===== src/sv/pfd_pkg.sv =====
// Shared types, register map and protocol constants for the pairing frame deframer.
// No dependencies; imported by every module of the block.
package pfd_pkg;

	localparam int DigestBytesDef    = 32;
	localparam int MachineIdBytesDef = 16;
	localparam int NonceBytesDef     = 32;

	localparam int AddrW = 6;
	localparam int DataW = 64;

	localparam logic [2:0] REG_MAGIC    = 3'd0;
	localparam logic [2:0] REG_VERSION  = 3'd1;
	localparam logic [2:0] REG_CAPMASK  = 3'd2;
	localparam logic [2:0] REG_MAXFRAME = 3'd3;
	localparam logic [2:0] REG_MAXNAME  = 3'd4;

	localparam logic KIND_DATA  = 1'b0;
	localparam logic KIND_CLEAR = 1'b1;

	localparam logic [2:0] FK_UNKNOWN = 3'd0;
	localparam logic [2:0] FK_COMMIT  = 3'd1;
	localparam logic [2:0] FK_OFFER   = 3'd2;
	localparam logic [2:0] FK_CONFIRM = 3'd3;
	localparam logic [2:0] FK_DONE    = 3'd4;

	localparam logic [1:0] V_PROGRESS = 2'd0;
	localparam logic [1:0] V_VALID    = 2'd1;
	localparam logic [1:0] V_INVALID  = 2'd2;

	localparam logic [20:0] CP_MAX      = 21'h10FFFF;
	localparam logic [20:0] CP_SURR_LO  = 21'h00D800;
	localparam logic [20:0] CP_SURR_HI  = 21'h00DFFF;
	localparam logic [20:0] CP_C1_LO    = 21'h000080;
	localparam logic [20:0] CP_C1_HI    = 21'h00009F;
	localparam logic [20:0] CP_MIN2     = 21'h000080;
	localparam logic [20:0] CP_MIN3     = 21'h000800;
	localparam logic [20:0] CP_MIN4     = 21'h010000;

	typedef struct packed {
		logic [31:0] magic;
		logic [7:0]  version;
		logic [63:0] cap_mask;
		logic [15:0] max_frame;
		logic [7:0]  max_name;
	} cfg_t;

	typedef struct packed {
		logic       kind;
		logic [7:0] data;
	} q_item_t;

	typedef struct packed {
		logic [7:0]  body_byte;
		logic [15:0] body_offset;
		logic [2:0]  frame_kind;
		logic        frame_end;
		logic [1:0]  verdict;
	} res_t;

endpackage


===== src/sv/pfd_regs.sv =====
// APB-style configuration register file for the deframer.
// Depends on pfd_pkg (register map, cfg_t).
module pfd_regs (
	input  logic                 clk,
	input  logic                 arst_n,
	input  logic                 psel,
	input  logic                 penable,
	input  logic                 pwrite,
	input  logic [pfd_pkg::AddrW-1:0] paddr,
	input  logic [pfd_pkg::DataW-1:0] pwdata,
	output logic [pfd_pkg::DataW-1:0] prdata,
	output logic                 pready,
	output pfd_pkg::cfg_t        cfg
);
	import pfd_pkg::*;

	cfg_t       cfg_q;
	logic       wr_en;
	logic [2:0] idx;

	assign pready = 1'b1;
	assign idx    = paddr[5:3];
	assign wr_en  = psel && penable && pwrite;
	assign cfg    = cfg_q;

	always_ff @(posedge clk or negedge arst_n) begin
		if (!arst_n) begin
			cfg_q.magic     <= 32'd0;
			cfg_q.version   <= 8'd1;
			cfg_q.cap_mask  <= 64'd0;
			cfg_q.max_frame <= 16'd1024;
			cfg_q.max_name  <= 8'd64;
		end else if (wr_en) begin
			unique case (idx)
				REG_MAGIC:    cfg_q.magic     <= pwdata[31:0];
				REG_VERSION:  cfg_q.version   <= pwdata[7:0];
				REG_CAPMASK:  cfg_q.cap_mask  <= pwdata;
				REG_MAXFRAME: cfg_q.max_frame <= pwdata[15:0];
				REG_MAXNAME:  cfg_q.max_name  <= pwdata[7:0];
				default: ;
			endcase
		end
	end

	always_comb begin
		unique case (idx)
			REG_MAGIC:    prdata = {32'd0, cfg_q.magic};
			REG_VERSION:  prdata = {56'd0, cfg_q.version};
			REG_CAPMASK:  prdata = cfg_q.cap_mask;
			REG_MAXFRAME: prdata = {48'd0, cfg_q.max_frame};
			REG_MAXNAME:  prdata = {56'd0, cfg_q.max_name};
			default:      prdata = '0;
		endcase
	end

endmodule


===== src/sv/pfd_queue.sv =====
// Front end: accepts input transactions into a two-entry queue.
// Depends on pfd_pkg (q_item_t).
module pfd_queue (
	input  logic              clk,
	input  logic              arst_n,
	input  logic              in_valid,
	output logic              in_stall,
	input  pfd_pkg::q_item_t  in_item,
	output logic              q_valid,
	output pfd_pkg::q_item_t  q_item,
	input  logic              q_pop
);
	import pfd_pkg::*;

	q_item_t    mem_q [2];
	logic       wr_ptr_q;
	logic       rd_ptr_q;
	logic [1:0] count_q;
	logic       push;
	logic       pop;

	assign in_stall = (count_q == 2'd2);
	assign push     = in_valid && !in_stall;
	assign q_valid  = (count_q != 2'd0);
	assign pop      = q_pop && q_valid;
	assign q_item   = mem_q[rd_ptr_q];

	always_ff @(posedge clk) begin
		if (push) mem_q[wr_ptr_q] <= in_item;
	end

	always_ff @(posedge clk or negedge arst_n) begin
		if (!arst_n) begin
			wr_ptr_q <= 1'b0;
			rd_ptr_q <= 1'b0;
			count_q  <= 2'd0;
		end else begin
			if (push) wr_ptr_q <= !wr_ptr_q;
			if (pop)  rd_ptr_q <= !rd_ptr_q;
			count_q <= count_q + {1'b0, push} - {1'b0, pop};
		end
	end

endmodule


===== src/sv/pfd_engine.sv =====
// Back end: frame parser, length/UTF-8/capability checks and output register.
// Depends on pfd_pkg (cfg_t, q_item_t, res_t, protocol constants).
module pfd_engine #(
	parameter int DIGEST_BYTES     = pfd_pkg::DigestBytesDef,
	parameter int MACHINE_ID_BYTES = pfd_pkg::MachineIdBytesDef,
	parameter int NONCE_BYTES      = pfd_pkg::NonceBytesDef
) (
	input  logic             clk,
	input  logic             arst_n,
	input  pfd_pkg::cfg_t    cfg,
	input  logic             q_valid,
	input  pfd_pkg::q_item_t q_item,
	output logic             q_pop,
	output logic             out_valid,
	input  logic             out_stall,
	output pfd_pkg::res_t    res
);
	import pfd_pkg::*;

	localparam logic [16:0] OfferFixed = 17'(MACHINE_ID_BYTES + 1 + DIGEST_BYTES + NONCE_BYTES);
	localparam logic [16:0] DigestLen  = 17'(DIGEST_BYTES);
	localparam logic [16:0] ConfLen    = 17'(DIGEST_BYTES + 8);
	localparam logic [15:0] MidOff     = 16'(MACHINE_ID_BYTES);
	localparam logic [15:0] CapOff     = 16'(DIGEST_BYTES);

	logic [15:0] pos_q;
	logic [63:0] hdr_q;
	logic [2:0]  kind_q;
	logic [15:0] blen_q;
	logic [7:0]  nlen_q;
	logic [1:0]  upend_q;
	logic [20:0] ucp_q;
	logic [1:0]  ucls_q;
	logic [63:0] cap_q;
	logic        berr_q;
	logic        stuck_q;
	logic        out_valid_q;
	res_t        res_q;

	logic [15:0] pos_n;
	logic [63:0] hdr_n;
	logic [2:0]  kind_n;
	logic [15:0] blen_n;
	logic [7:0]  nlen_n;
	logic [1:0]  upend_n;
	logic [20:0] ucp_n;
	logic [1:0]  ucls_n;
	logic [63:0] cap_n;
	logic        berr_n;
	logic        stuck_n;
	logic        emit;
	res_t        r;

	logic        out_ready;
	logic        pop;

	assign out_ready = !out_valid_q || !out_stall;
	assign pop       = q_valid && out_ready;
	assign q_pop     = pop;
	assign out_valid = out_valid_q;
	assign res       = res_q;

	always_comb begin
		logic [7:0]  b;
		logic [7:0]  typ;
		logic [15:0] len;
		logic        hdr_ok;
		logic [15:0] off;
		logic [20:0] min_cp;
		logic        clear_all;

		b       = q_item.data;
		pos_n   = pos_q;
		hdr_n   = hdr_q;
		kind_n  = kind_q;
		blen_n  = blen_q;
		nlen_n  = nlen_q;
		upend_n = upend_q;
		ucp_n   = ucp_q;
		ucls_n  = ucls_q;
		cap_n   = cap_q;
		berr_n  = berr_q;
		stuck_n = stuck_q;
		emit    = 1'b0;
		r       = '0;
		typ     = '0;
		len     = '0;
		hdr_ok  = 1'b0;
		off     = pos_q - 16'd8;
		min_cp  = CP_MIN2;
		clear_all = 1'b0;

		if (q_item.kind == KIND_CLEAR) begin
			clear_all = 1'b1;
			stuck_n   = 1'b0;
		end else if (stuck_q) begin
			emit = 1'b1;
			r    = '{8'd0, 16'd0, FK_UNKNOWN, 1'b1, V_INVALID};
		end else if (pos_q < 16'd8) begin
			hdr_n = {hdr_q[55:0], b};
			pos_n = pos_q + 16'd1;
			typ   = hdr_n[23:16];
			len   = hdr_n[15:0];
			if (pos_q == 16'd7) begin
				hdr_ok = (hdr_n[63:32] == cfg.magic) && (hdr_n[31:24] == cfg.version)
					&& (typ >= 8'd1) && (typ <= 8'd4)
					&& ({1'b0, len} + 17'd8 <= {1'b0, cfg.max_frame});
				if ((typ == 8'(FK_COMMIT) || typ == 8'(FK_DONE)) && {1'b0, len} != DigestLen)
					hdr_ok = 1'b0;
				if (typ == 8'(FK_CONFIRM) && {1'b0, len} != ConfLen)
					hdr_ok = 1'b0;
				if (typ == 8'(FK_OFFER) && {1'b0, len} < OfferFixed)
					hdr_ok = 1'b0;
				if (!hdr_ok) begin
					emit      = 1'b1;
					r         = '{8'd0, 16'd0, FK_UNKNOWN, 1'b1, V_INVALID};
					if (typ >= 8'd1 && typ <= 8'd4) r.frame_kind = typ[2:0];
					clear_all = 1'b1;
					stuck_n   = 1'b1;
				end else begin
					kind_n = typ[2:0];
					blen_n = len;
				end
			end
		end else begin
			pos_n = pos_q + 16'd1;
			if (kind_q == FK_OFFER) begin
				if (off == MidOff) begin
					nlen_n = b;
					if (b == 8'd0 || b > cfg.max_name || {1'b0, blen_q} != OfferFixed + 17'(b))
						berr_n = 1'b1;
				end else if (off > MidOff && off <= MidOff + 16'(nlen_q)) begin
					if (upend_q == 2'd0) begin
						if (b < 8'h80) begin
							if (b < 8'h20 || b == 8'h7F) berr_n = 1'b1;
						end else if ((b & 8'hE0) == 8'hC0) begin
							upend_n = 2'd1; ucp_n = 21'(b & 8'h1F); ucls_n = 2'd1;
						end else if ((b & 8'hF0) == 8'hE0) begin
							upend_n = 2'd2; ucp_n = 21'(b & 8'h0F); ucls_n = 2'd2;
						end else if ((b & 8'hF8) == 8'hF0) begin
							upend_n = 2'd3; ucp_n = 21'(b & 8'h07); ucls_n = 2'd3;
						end else begin
							berr_n = 1'b1;
						end
					end else if ((b & 8'hC0) != 8'h80) begin
						berr_n  = 1'b1;
						upend_n = 2'd0;
					end else begin
						ucp_n   = {ucp_q[14:0], b[5:0]};
						upend_n = upend_q - 2'd1;
						if (upend_n == 2'd0) begin
							case (ucls_q)
								2'd1:    min_cp = CP_MIN2;
								2'd2:    min_cp = CP_MIN3;
								default: min_cp = CP_MIN4;
							endcase
							if (ucp_n < min_cp || ucp_n > CP_MAX
								|| (ucp_n >= CP_SURR_LO && ucp_n <= CP_SURR_HI)
								|| (ucp_n >= CP_C1_LO && ucp_n <= CP_C1_HI))
								berr_n = 1'b1;
						end
					end
					// sequence cut off by the end of the name
					if (off == MidOff + 16'(nlen_q) && upend_n != 2'd0) berr_n = 1'b1;
				end
			end else if (kind_q == FK_CONFIRM && off >= CapOff) begin
				cap_n = {cap_q[55:0], b};
			end
			emit = 1'b1;
			if ({1'b0, off} + 17'd1 >= {1'b0, blen_q}) begin
				if (kind_q == FK_CONFIRM && (cap_n & ~cfg.cap_mask) != 64'd0) berr_n = 1'b1;
				r = '{b, off, kind_q, 1'b1, (berr_n ? V_INVALID : V_VALID)};
				clear_all = 1'b1;
				if (berr_n) stuck_n = 1'b1;
			end else begin
				r = '{b, off, kind_q, 1'b0, V_PROGRESS};
			end
		end

		if (clear_all) begin
			pos_n   = '0;
			hdr_n   = '0;
			kind_n  = '0;
			blen_n  = '0;
			nlen_n  = '0;
			upend_n = '0;
			ucp_n   = '0;
			ucls_n  = '0;
			cap_n   = '0;
			berr_n  = 1'b0;
		end
	end

	always_ff @(posedge clk or negedge arst_n) begin
		if (!arst_n) begin
			pos_q   <= '0;
			hdr_q   <= '0;
			kind_q  <= '0;
			blen_q  <= '0;
			nlen_q  <= '0;
			upend_q <= '0;
			ucp_q   <= '0;
			ucls_q  <= '0;
			cap_q   <= '0;
			berr_q  <= 1'b0;
			stuck_q <= 1'b0;
			out_valid_q <= 1'b0;
		end else begin
			if (pop) begin
				pos_q   <= pos_n;
				hdr_q   <= hdr_n;
				kind_q  <= kind_n;
				blen_q  <= blen_n;
				nlen_q  <= nlen_n;
				upend_q <= upend_n;
				ucp_q   <= ucp_n;
				ucls_q  <= ucls_n;
				cap_q   <= cap_n;
				berr_q  <= berr_n;
				stuck_q <= stuck_n;
			end
			if (out_ready) out_valid_q <= pop && emit;
		end
	end

	always_ff @(posedge clk) begin
		if (pop && emit) res_q <= r;
	end

	// end flag and verdict travel together
	a_end_verdict: assert property (@(posedge clk) disable iff (!arst_n)
		out_valid_q |-> (res_q.frame_end == (res_q.verdict != V_PROGRESS)))
		else $error("frame_end and verdict disagree");

	a_stuck_idle: assert property (@(posedge clk) disable iff (!arst_n)
		stuck_q |-> (pos_q == 16'd0 && !berr_q))
		else $error("parser state not cleared while stuck");

	a_clear: assert property (@(posedge clk) disable iff (!arst_n)
		(pop && q_item.kind == KIND_CLEAR) |=> (!stuck_q && pos_q == 16'd0))
		else $error("clear transaction did not reset the parser");

	a_in_progress_kind: assert property (@(posedge clk) disable iff (!arst_n)
		(out_valid_q && res_q.verdict == V_PROGRESS) |->
		(res_q.frame_kind != FK_UNKNOWN))
		else $error("body transaction without a frame type");

endmodule


===== src/sv/pairing_frame_deframer_unit.sv =====
// Channel   Dir  Handshake           Payload
// in        in   in_valid/in_stall   kind, data_byte
// out       out  out_valid/out_stall body_byte, body_offset, frame_kind, frame_end, verdict
// cfg       in   APB (psel/penable)  paddr, pwdata, prdata
// One byte per cycle sustained while out_stall is low; a result appears in the cycle after its byte leaves the queue.
// The two-entry input queue absorbs a stall of the output register.
// Clears and accepted header bytes give no result; reset restores register defaults.
// Top level: ties config registers, input queue and frame engine together. Uses pfd_pkg.
module pairing_frame_deframer_unit #(
	parameter int DIGEST_BYTES     = pfd_pkg::DigestBytesDef,
	parameter int MACHINE_ID_BYTES = pfd_pkg::MachineIdBytesDef,
	parameter int NONCE_BYTES      = pfd_pkg::NonceBytesDef
) (
	input  logic        clk,
	input  logic        arst_n,
	input  logic        in_valid,
	output logic        in_stall,
	input  logic        kind,
	input  logic [7:0]  data_byte,
	output logic        out_valid,
	input  logic        out_stall,
	output logic [7:0]  body_byte,
	output logic [15:0] body_offset,
	output logic [2:0]  frame_kind,
	output logic        frame_end,
	output logic [1:0]  verdict,
	input  logic        psel,
	input  logic        penable,
	input  logic        pwrite,
	input  logic [pfd_pkg::AddrW-1:0] paddr,
	input  logic [pfd_pkg::DataW-1:0] pwdata,
	output logic [pfd_pkg::DataW-1:0] prdata,
	output logic        pready
);
	import pfd_pkg::*;

	cfg_t    cfg;
	q_item_t in_item;
	q_item_t q_item;
	logic    q_valid;
	logic    q_pop;
	res_t    res;

	assign in_item = '{kind, data_byte};

	pfd_regs u_regs (
		.clk, .arst_n, .psel, .penable, .pwrite, .paddr, .pwdata, .prdata, .pready, .cfg
	);

	pfd_queue u_queue (
		.clk, .arst_n, .in_valid, .in_stall, .in_item, .q_valid, .q_item, .q_pop
	);

	pfd_engine #(
		.DIGEST_BYTES(DIGEST_BYTES),
		.MACHINE_ID_BYTES(MACHINE_ID_BYTES),
		.NONCE_BYTES(NONCE_BYTES)
	) u_engine (
		.clk, .arst_n, .cfg, .q_valid, .q_item, .q_pop, .out_valid, .out_stall, .res
	);

	assign body_byte   = res.body_byte;
	assign body_offset = res.body_offset;
	assign frame_kind  = res.frame_kind;
	assign frame_end   = res.frame_end;
	assign verdict     = res.verdict;

endmodule

===== config.mk =====
export PLATFORM = sky130hd
export DESIGN_NAME = pairing_frame_deframer_unit
export DESIGN_NICKNAME = d
export VERILOG_FILES = /design/src/sv/pfd_pkg.sv /design/src/sv/pfd_regs.sv /design/src/sv/pfd_queue.sv /design/src/sv/pfd_engine.sv /design/src/sv/pairing_frame_deframer_unit.sv
export SDC_FILE = /design/constraint.sdc
export NUM_CORES = 1
export LEC_CHECK = 0
export BUFFER_PORTS_ARGS = -buffer_cell sky130_fd_sc_hd__buf_2
export CORE_AREA = 4 4 197 199
export CTS_CLUSTER_DIAMETER = 40
export CTS_CLUSTER_SIZE = 10
export DETAILED_ROUTE_END_ITERATION = 8
export DIE_AREA = 0 0 201 203
export PLACE_DENSITY_LB_ADDON = 0.15
export SYNTH_ARGS = -nofsm -noshare
export SYNTH_HDL_FRONTEND = slang
export SYNTH_SLANG_ARGS = --single-unit

===== constraint.sdc =====
create_clock -name clk -period 6 [get_ports clk]
set_clock_uncertainty 0.05 [all_clocks]
set_input_delay 0.6 -clock clk [delete_from_list [all_inputs] [get_ports clk]]
set_output_delay 0.6 -clock clk [all_outputs]
set_load 0.03 [all_outputs]

==> results of run 1 <==
==> synth_stat cells, types with 10 or more instances <==
library cell                  n
sky130_fd_sc_hd__a21oi_1     35
sky130_fd_sc_hd__buf_2       33
sky130_fd_sc_hd__mux2_2      99
sky130_fd_sc_hd__nand3_1     31
sky130_fd_sc_hd__nor4_1      34
sky130_fd_sc_hd__a22oi_1     10
sky130_fd_sc_hd__ha_1        68
sky130_fd_sc_hd__and3_1      11
sky130_fd_sc_hd__mux2i_1     32
sky130_fd_sc_hd__xor2_1      60
sky130_fd_sc_hd__o21ai_2     12
sky130_fd_sc_hd__nor2_1      96
sky130_fd_sc_hd__clkbuf_1    46
sky130_fd_sc_hd__nand2b_1    17
sky130_fd_sc_hd__a22o_1     156
sky130_fd_sc_hd__o2bb2ai_1   14
sky130_fd_sc_hd__o22ai_1     46
sky130_fd_sc_hd__nand2_1    112
sky130_fd_sc_hd__and2_1      34
sky130_fd_sc_hd__a21o_1      14
sky130_fd_sc_hd__nand4_1     18
sky130_fd_sc_hd__inv_1      143
sky130_fd_sc_hd__xnor2_1     49
sky130_fd_sc_hd__nor3_1      30
sky130_fd_sc_hd__edfxtp_1    48
sky130_fd_sc_hd__o21ai_0     59
sky130_fd_sc_hd__dfrtp_1    314
==> state kept, by name (all words and copies together) (netlist names), 2 cells and up <==
register and flops:
u_engine.pos_q 16, u_engine.upend_q 2, u_queue.count_q 2, u_queue.mem_q 18, u_engine.ucls_q 2, u_engine.nlen_q 8
u_engine.ucp_q 15, u_engine.kind_q 3, u_regs.cfg 128, u_engine.res 30, u_engine.cap_q 64, u_engine.hdr_q 56
u_engine.blen_q 16
==> power breakdown <==
group | total (W) | switching, W | internal [W]
logic | 0.00235 | 0.00146 | 0.000898
clock network | 0.00345 | 0.00122 | 0.00223
registers | 0.00328 | 0.000434 | 0.00285
==> critical path: cells and delay by family, from the launching register on <==
kind | cells | cell delay [ps]
AOI/OAI and AO/OA | 5 | 1190
xor gates and xnor gates | 1 | 150
adders and majority gates | 2 | 710
buffers and inverters | 2 | 400
DFF | 1 | 460
and+or+nand+nor | 8 | 2420
==> metal layers <==
metal / GRT usage / wire length [microns] / vias to the layer above
met3: 0.04296 / 3702 / 110
li1: - / - / 6837
met4: 0.08358 / 1698 / 0
met2: 0.4283 / 25690 / 595
met5: 0 / 0 / -
met1: 0.3821 / 24810 / 7482
==> cell type report <==
cell class / count / area (sq um)
clock buffers: 75 / 1649
clock inverters: 29 / 362.8
fillers: 3068 / 14610
inverters: 145 / 544.3
multi-input cells: 1173 / 8831
flip-flops and latches: 365 / 9378
well taps: 474 / 593.1
repair buffers: 220 / 1254
==> metrics by stage <==
step	total power, W	hold slack, ps
2_1_floorplan	0.004748	254.4
3_3_place_gp	0.005567	427.3
3_5_place_dp	0.005641	431.9
4_1_cts	0.009106	60.69
5_1_grt	0.009494	75.95
6_report	0.009089	-18.74
==> kinds of logic after synthesis <==
| group | after synthesis | synth area share |
|---|---|---|
| adder cells (fa/ha/maj) | 68 | 0.04457 |
| AND/OR/NAND/NOR | 444 | 0.1199 |
| other | 1 | 0.0001965 |
| flip-flops | 365 | 0.4913 |
| XOR/XNOR | 109 | 0.05001 |
| buffers and inverters | 232 | 0.04975 |
| multiplexers | 133 | 0.07708 |
| AO/OA/AOI/OAI | 418 | 0.1672 |
==> how the worst max path moves through the flow <==
| stage | end | from | slack [ps] | cells after the start |
|---|---|---|---|---|
| 6_report | u_engine.ucp_q[8] | u_engine.pos_q[4] | 560 | 18 |
| 5_1_grt | u_engine.ucp_q[8] | u_engine.pos_q[4] | 230 | 18 |
| 4_1_cts | u_engine.ucp_q[8] | u_engine.pos_q[4] | 630 | 18 |
| 3_5_place_dp | u_engine.nlen_q[1] | u_engine.pos_q[4] | 660 | 17 |
| 3_3_place_gp | u_engine.ucp_q[7] | u_engine.pos_q[4] | 810 | 18 |
| 2_1_floorplan | u_engine.res[0] | u_queue.rd_ptr_q | 130 | 16 |
==> impl_summary.md, run 1 <==
Routing
Using the TritonRoute via totals, the vias-per-cell ratio works out to 6.056. Dividing the detail-routed wire length by the instance count gives 22.53 microns. The sum of routed wire length over all layers is 55.89 mm. The iteration-0 DRC count of the detailed router is 1,185. The number of DRC violations after detailed routing is 0. Summing over every cut layer, the via total after detailed routing is 15,024. The remaining number of nets flagged by the antenna check after routing is 0.

The first detailed-routing pass took 5 iterations.

Layout
The count of cells in the finished layout, fillers not included, comes to 2,481. From synthesis to final layout, the design area changed by 18.46%. The net total in the final layout is 2,116. The final design utilization is 0.6075.

The cell area after layout is 22,610 sq um. Of the cells placed in the final design, the portion with a size suffix greater than 1 is 0.2347. In the layout the commonest cells are sky130_fd_sc_hd__dfrtp_1 (314), sky130_fd_sc_hd__buf_2 (177), sky130_fd_sc_hd__a22o_1 (156). The leading cell type in the layout, fill and taps excluded is sky130_fd_sc_hd__dfrtp_1. The number of diodes added for antenna fixing is 0.

Clocking
In this run the post-CTS setup repair buffer count came out at 0. The cell sitting at the root of the clock tree is a sky130_fd_sc_hd__clkbuf_16. The maximum root-to-sink buffer count is 3.

For the worst-skew pair, the clock arrives at the later sink with an insertion delay of 600 ps. The CTS tree is done. The number of H-tree levels is 2. Clock-pin slew was measured on the worst setup and hold paths at 50 ps. After clock tree synthesis, the flow added hold-fix buffers numbering 0. The number of clock buffers added by TritonCTS is 57.

Post-CTS repair changed the size of 0 cells. The clock drives 365 sinks.

Worst hold path
The path class of the tightest hold or removal check is input port to async pin.

Die
The initial utilization of the core area, before any placement, comes to 0.5128. The floorplan step set the die height to 203 microns. The floorplan step set the die width to 201 microns. In this run the count of I/O pins placed on the die edge is 183. After floorplanning, the core was sized to cover 37,220 sq um. The floorplan step defined a die boundary enclosing 40,800 sq um. After floorplanning, the core was divided into 71 placement rows.

GRT
The wire length of the first global-routing pass is 87.30 mm. The combined global-route utilization of all metal layers is 0.2689. The total global routing overflow is 0.

The via count of the first global-routing pass came to 14,833. The number of antenna violations at the first check in global routing is 0. Entering global routing, the biggest net connects 119 pins.

Pwr
The static power due to leakage is 10.56 nW. For this design the ratio of total power to cell area is 402.0 nW/um^2. The worst voltage drop across the vdd grid is 0.3017 mV.

Logic synthesis
After synthesis, the share of flip-flops with an asynchronous set or reset is 0.8685. The cell count after synthesis came out at 1,770. Synthesis inferred 365 register bits. In this run the mean area of a mapped cell was 10.78 sq um.

The share of synthesized area in the top cell type comes to 0.4116. The post-synthesis cell area is 19,090 sq um. In this run, distinct cell masters in the synthesized netlist total 91. In the post-synthesis netlist, the biggest area contributors are sky130_fd_sc_hd__dfrtp_1 (41%), sky130_fd_sc_hd__edfxtp_1 (7.6%), sky130_fd_sc_hd__a22o_1 (7.2%), sky130_fd_sc_hd__mux2_2 (5.8%), sky130_fd_sc_hd__ha_1 (4.5%).

During synthesis, Yosys emitted a total of 0 warnings. The share of synthesized area occupied by flip-flops and latches is 0.4913. The number of nets produced by synthesis is 1,924. Among all flip-flop cells after synthesis, the most frequent one is sky130_fd_sc_hd__dfrtp_1. In this run, synthesis inferred 48 flip-flops with an integrated enable.

The synthesized design spends more area on one cell type than any other, namely sky130_fd_sc_hd__dfrtp_1.

STA
The count of final hold-check violations was 3. Setup total negative slack on the finished layout was measured at 0 ps. The final number of max-transition violations is 0. The part of the cycle the worst path needs is 0.9065. At the pin with the least slew margin, the transition time is 1223 ps.

Across all setup checks in the final design, the least slack found is 561.2 ps. The top achievable clock speed is 0.1839 GHz. Setup violations remaining at the end of the flow were counted as 0.

Final hold analysis gives a worst-case slack of -18.74 ps. Headroom to the max-slew limit came out at 0.1814. Setup repair after global routing left no endpoint under its margin. The worst path needs 5439 ps of the cycle, external delays included.

Critical path
The required time at the worst-slack endpoint is 6470 ps. The largest driver fanout on the critical path is 10. STA classifies the critical path endpoint as a flip-flop.

The number of cells on the worst reg-to-reg path is 18. The slowest stage cell on the critical path is sky130_fd_sc_hd__nor3_2. Walking the worst path, the cells encountered are inv_1 > ha_1 > or4b_4 > or3_1 > and2_4 > nor2_4 > and3_4 > o21ai_2 > xnor2_1 > ha_1 > a211oi_1 > nand2_1 > o31ai_1 > o311ai_4 > nand4b_2 > buf_4 > nor3_2 > a22o_1. The startpoint type of the worst setup path is a flip-flop. The setup slack on the worst flop-to-flop path is 560 ps. The most repeated library cell on the critical path is sky130_fd_sc_hd__ha_1. The worst setup path is of the flip-flop to flip-flop kind.

The capture point of the worst reg-to-reg path is u_engine.ucp_q[8]. The startpoint identified for the worst register-to-register timing path is u_engine.pos_q[4]. For this run, the slowest stage of the critical path takes 530 ps. At the worst endpoint, the arrival time is 5910 ps.

Placement
Summing all placed instances gives a cell area of 20,600 sq um. The worst setup slack after placement is 659.3 ps. The wire-length estimate of the detail-placed layout is 40.11 mm.

The post-placement cell count is 2,377. The last weighted congestion value of the routability-driven placer is 0.9349. In this run the tool buffered the top-level ports with 178 buffer cells.

Run
Max-cap violations in this run came to 0.

Status
The flow ran to the end, but the final reports show violations. The final reports fail on negative hold slack.
No activity file was read; power rests on OpenSTA's default activity.
==> inputs of run 2 (changes only) <==
- REMOVE_ABC_BUFFERS: not set -> 1
==> run 2 against run 1 <==
- the flow still finishes with violations (negative hold slack)
- critical path type unchanged
- via count decreased by 2.0%
- wire length decreased by 2.0%
- clock-buffer cell count decreased by 7
- highest routed layer unchanged
- largest cell class unchanged
==> impl_summary.md, run 2 (same netlist as run 1, synthesis figures left out) <==
Status
Run status: complete, but fails checks (unchanged). Violations in the final reports: negative hold slack (unchanged).

Layout
Most used cells in the layout excluding fill and tap cells: sky130_fd_sc_hd__dfrtp_1 (314), sky130_fd_sc_hd__buf_2 (177), sky130_fd_sc_hd__a22o_1 (156) (unchanged). The signed area change from the synthesized netlist to the final layout was 17.55% (was 18.46%). The leading cell type in the layout, fill and taps excluded is sky130_fd_sc_hd__dfrtp_1 (unchanged). The cell area after layout is 22,440 sq um (was 22,610 sq um). The final design utilization is 0.6028 (was 0.6075). The number of diodes added for antenna fixing is 0 (unchanged). The share of post-route cells with drive strength above 1 is 0.2302 (was 0.2347). The flip-flop count of the largest register after layout is 128 (unchanged). The net total in the final layout is 2,108 (was 2,116).

Critical path
The category of the worst setup path capture point is a flip-flop (unchanged). The data arrival time of the critical path is 5930 ps (was 5910 ps). The worst setup path category is flip-flop to flip-flop (unchanged). The startpoint type of the worst setup path is a flip-flop (unchanged). The number of cells on the worst reg-to-reg path is 18 (unchanged).

The worst reg2reg path startpoint is u_engine.pos_q[4] (unchanged). The setup slack on the worst flop-to-flop path is 560 ps (about the same). The largest driver fanout on the critical path is 64 (was 10). The required time at the worst-slack endpoint is 6480 ps (was 6470 ps).

The capture point of the worst reg-to-reg path is u_engine.cap_q[39] (was u_engine.ucp_q[8]).

Routing
The number of DRC violations after detailed routing is 0 (unchanged). The remaining number of nets flagged by the antenna check after routing is 0 (unchanged). The overall via count from detail_route came to 14,718 (was 15,024). The sum of routed wire length over all layers is 54.75 mm (was 55.89 mm). The number of detailed-route iterations in the first pass is 6 (was 5). The iteration-0 DRC count of the detailed router is 1,153 (was 1,185). The detailed-route wire length per cell is 22.15 microns (was 22.53 microns).

The detail-routed via count per cell is 5.954 (was 6.056).

Pwr
The power per unit of standard cell area is 392.6 nW/um^2 (was 402.0 nW/um^2). The static power due to leakage is 10.45 nW (was 10.56 nW). The worst voltage drop across the vdd grid is 0.2511 mV (was 0.3017 mV). The power consumption is 0.008809 W (was 0.009089 W).

GRT
The number of antenna violations at the first check in global routing came to 0 (unchanged). The maximum number of pins on one net before global-route repair is 147 (was 119). The wire length of the first global-routing pass is 85.22 mm (was 87.30 mm).

The combined global-route utilization of all metal layers is 0.2642 (was 0.2689). The total global routing overflow is 0 (unchanged). The via count of the first global-routing pass was 14,836 (was 14,833).

Run
The count of max-cap constraint violations was 0 (unchanged).

Clocking
The insertion delay of the later-clocked pin in the worst-skew pair was 610 ps (was 600 ps). The CTS tree is done (unchanged). The post-cts sizing count is 0 (unchanged). The clock slew seen by the registers of the worst setup and hold paths came to 50 ps (about the same).

The number of H-tree levels was 2 (unchanged). The total of hold buffers inserted after clock tree synthesis was 0 (unchanged). The maximum root-to-sink buffer count is 3 (unchanged). The post-CTS setup-driven buffer insertion count is 0 (unchanged).

The buffer cell driving the clock tree root is sky130_fd_sc_hd__clkbuf_16 (unchanged). The CTS buffer count came to 56 (was 57). The number of clock sinks is 365 (unchanged).

Die
The number of top-level design ports is 183 (unchanged). The chip height was 203 microns (unchanged). The initial standard-cell utilization of the core is 0.5128 (unchanged).

The row count is 71 (unchanged). The width of the die is 201 microns (unchanged). The area of the placeable core is 37,220 sq um (unchanged). The die outline area is 40,800 sq um (unchanged).

STA
The worst hold-check slack is -2.589 ps (was -18.74 ps). The final number of max-transition violations was 0 (unchanged). The count of final hold-check violations is 2 (was 3). The part of the cycle the worst path needs is 0.9074 (was 0.9065). The final setup slack of the worst path came to 555.8 ps (was 561.2 ps). The worst slew margin relative to its limit is 0.1941 (was 0.1814). The number of endpoints failing setup at the final stage was 0 (unchanged). Unrepaired setup endpoints after global routing: false (unchanged). The top achievable clock speed is 0.1837 GHz (was 0.1839 GHz). The clock period minus final worst setup slack is 5444 ps (was 5439 ps). The transition at the pin with the smallest max-transition slack is 1206 ps (was 1223 ps).

Placement
The sum of net half-perimeters after detailed placement is 39.04 mm (was 40.11 mm). The number of input and output port buffers inserted was 178 (unchanged). The worst setup slack after placement is 625.5 ps (was 659.3 ps). The last weighted congestion value of the routability-driven placer was 0.9008 (was 0.9349).

The area after detailed placement is 20,570 sq um (was 20,600 sq um).

Worst hold path
The class of the worst hold path was input port to async pin (unchanged).
-- run 2: cell types whose count changed in the layout (fill, tap and decap cells not counted), sizes merged --
cell,delta
clkinvlp,+4
inv,-3
clkbuf,-7
clkinv,+6
buf,-7
bufinv,-2
-- run 2: layer usage --
| layer | routed length [microns] | vias to the layer above | part of all wire | track usage |
|---|---|---|---|---|
| li1 | - | 6809 | - | - |
| met1 | 24070 | 7307 | 0.44 | 0.3608 |
| met2 | 25810 | 490 | 0.47 | 0.4292 |
| met3 | 3117 | 112 | 0.057 | 0.05063 |
| met4 | 1754 | 0 | 0.032 | 0.08653 |
| met5 | 0 | - | 0 | 0 |
-- run 2: report_power, final --
| part | switching, W | total, W | internal (W) | leakage (nW) |
|---|---|---|---|---|
| combinational | 0.00145 | 0.00233 | 0.000886 | 4.90 |
| sequential | 0.000419 | 0.00327 | 0.00285 | 4.64 |
| clock | 0.00120 | 0.00320 | 0.00200 | 0.902 |
| total | 0.00307 | 0.00881 | 0.00574 | 10.5 |
-- run 2: critical path: stages, from the launching register on --
cell and delay, ps:
sky130_fd_sc_hd__dfrtp_1 460, sky130_fd_sc_hd__inv_1 160, sky130_fd_sc_hd__ha_1 350, sky130_fd_sc_hd__or4b_4 510
sky130_fd_sc_hd__or3_1 410, sky130_fd_sc_hd__and2_4 230, sky130_fd_sc_hd__nor2_4 80, sky130_fd_sc_hd__and3_4 200
sky130_fd_sc_hd__o21ai_2 90, sky130_fd_sc_hd__xnor2_1 150, sky130_fd_sc_hd__ha_1 340, sky130_fd_sc_hd__a211oi_1 230
sky130_fd_sc_hd__nand2_1 100, sky130_fd_sc_hd__o31ai_1 370, sky130_fd_sc_hd__o311ai_4 260, sky130_fd_sc_hd__nand4b_2 550
sky130_fd_sc_hd__o21ai_4 320, sky130_fd_sc_hd__buf_12 280, sky130_fd_sc_hd__a22o_1 190
-- run 2: layout make-up --
| class | instances | area (sq um) |
|---|---|---|
| Timing Repair Buffer | 213 | 1226 |
| Multi-Input combinational cell | 1173 | 8831 |
| Fill cell | 3148 | 14780 |
| Clock inverter | 34 | 360.3 |
| Inverter | 145 | 544.3 |
| Clock buffer | 68 | 1506 |
| Sequential cell | 365 | 9378 |
| Tap cell | 474 | 593.1 |
-- run 2: worst max-delay path by stage --
stage | slack [ps] | to | from
finish | 560 | u_engine.cap_q[39] | u_engine.pos_q[4]
floorplan | -2970 | u_engine.blen_q[10] | u_queue.rd_ptr_q
global route | 270 | u_engine.cap_q[48] | u_engine.pos_q[4]
CTS | 610 | u_engine.cap_q[36] | u_engine.pos_q[4]
global placement | 740 | u_engine.cap_q[23] | u_engine.pos_q[4]
detailed placement | 630 | u_engine.cap_q[39] | u_engine.pos_q[4]
-- run 2: per-stage QoR --
stage          instances  setup TNS (ps)
6_report            2472               0
5_1_grt             2472               0
4_1_cts             2472               0
3_5_place_dp        2370               0
3_3_place_gp        2370               0
2_1_floorplan       1683         -251140
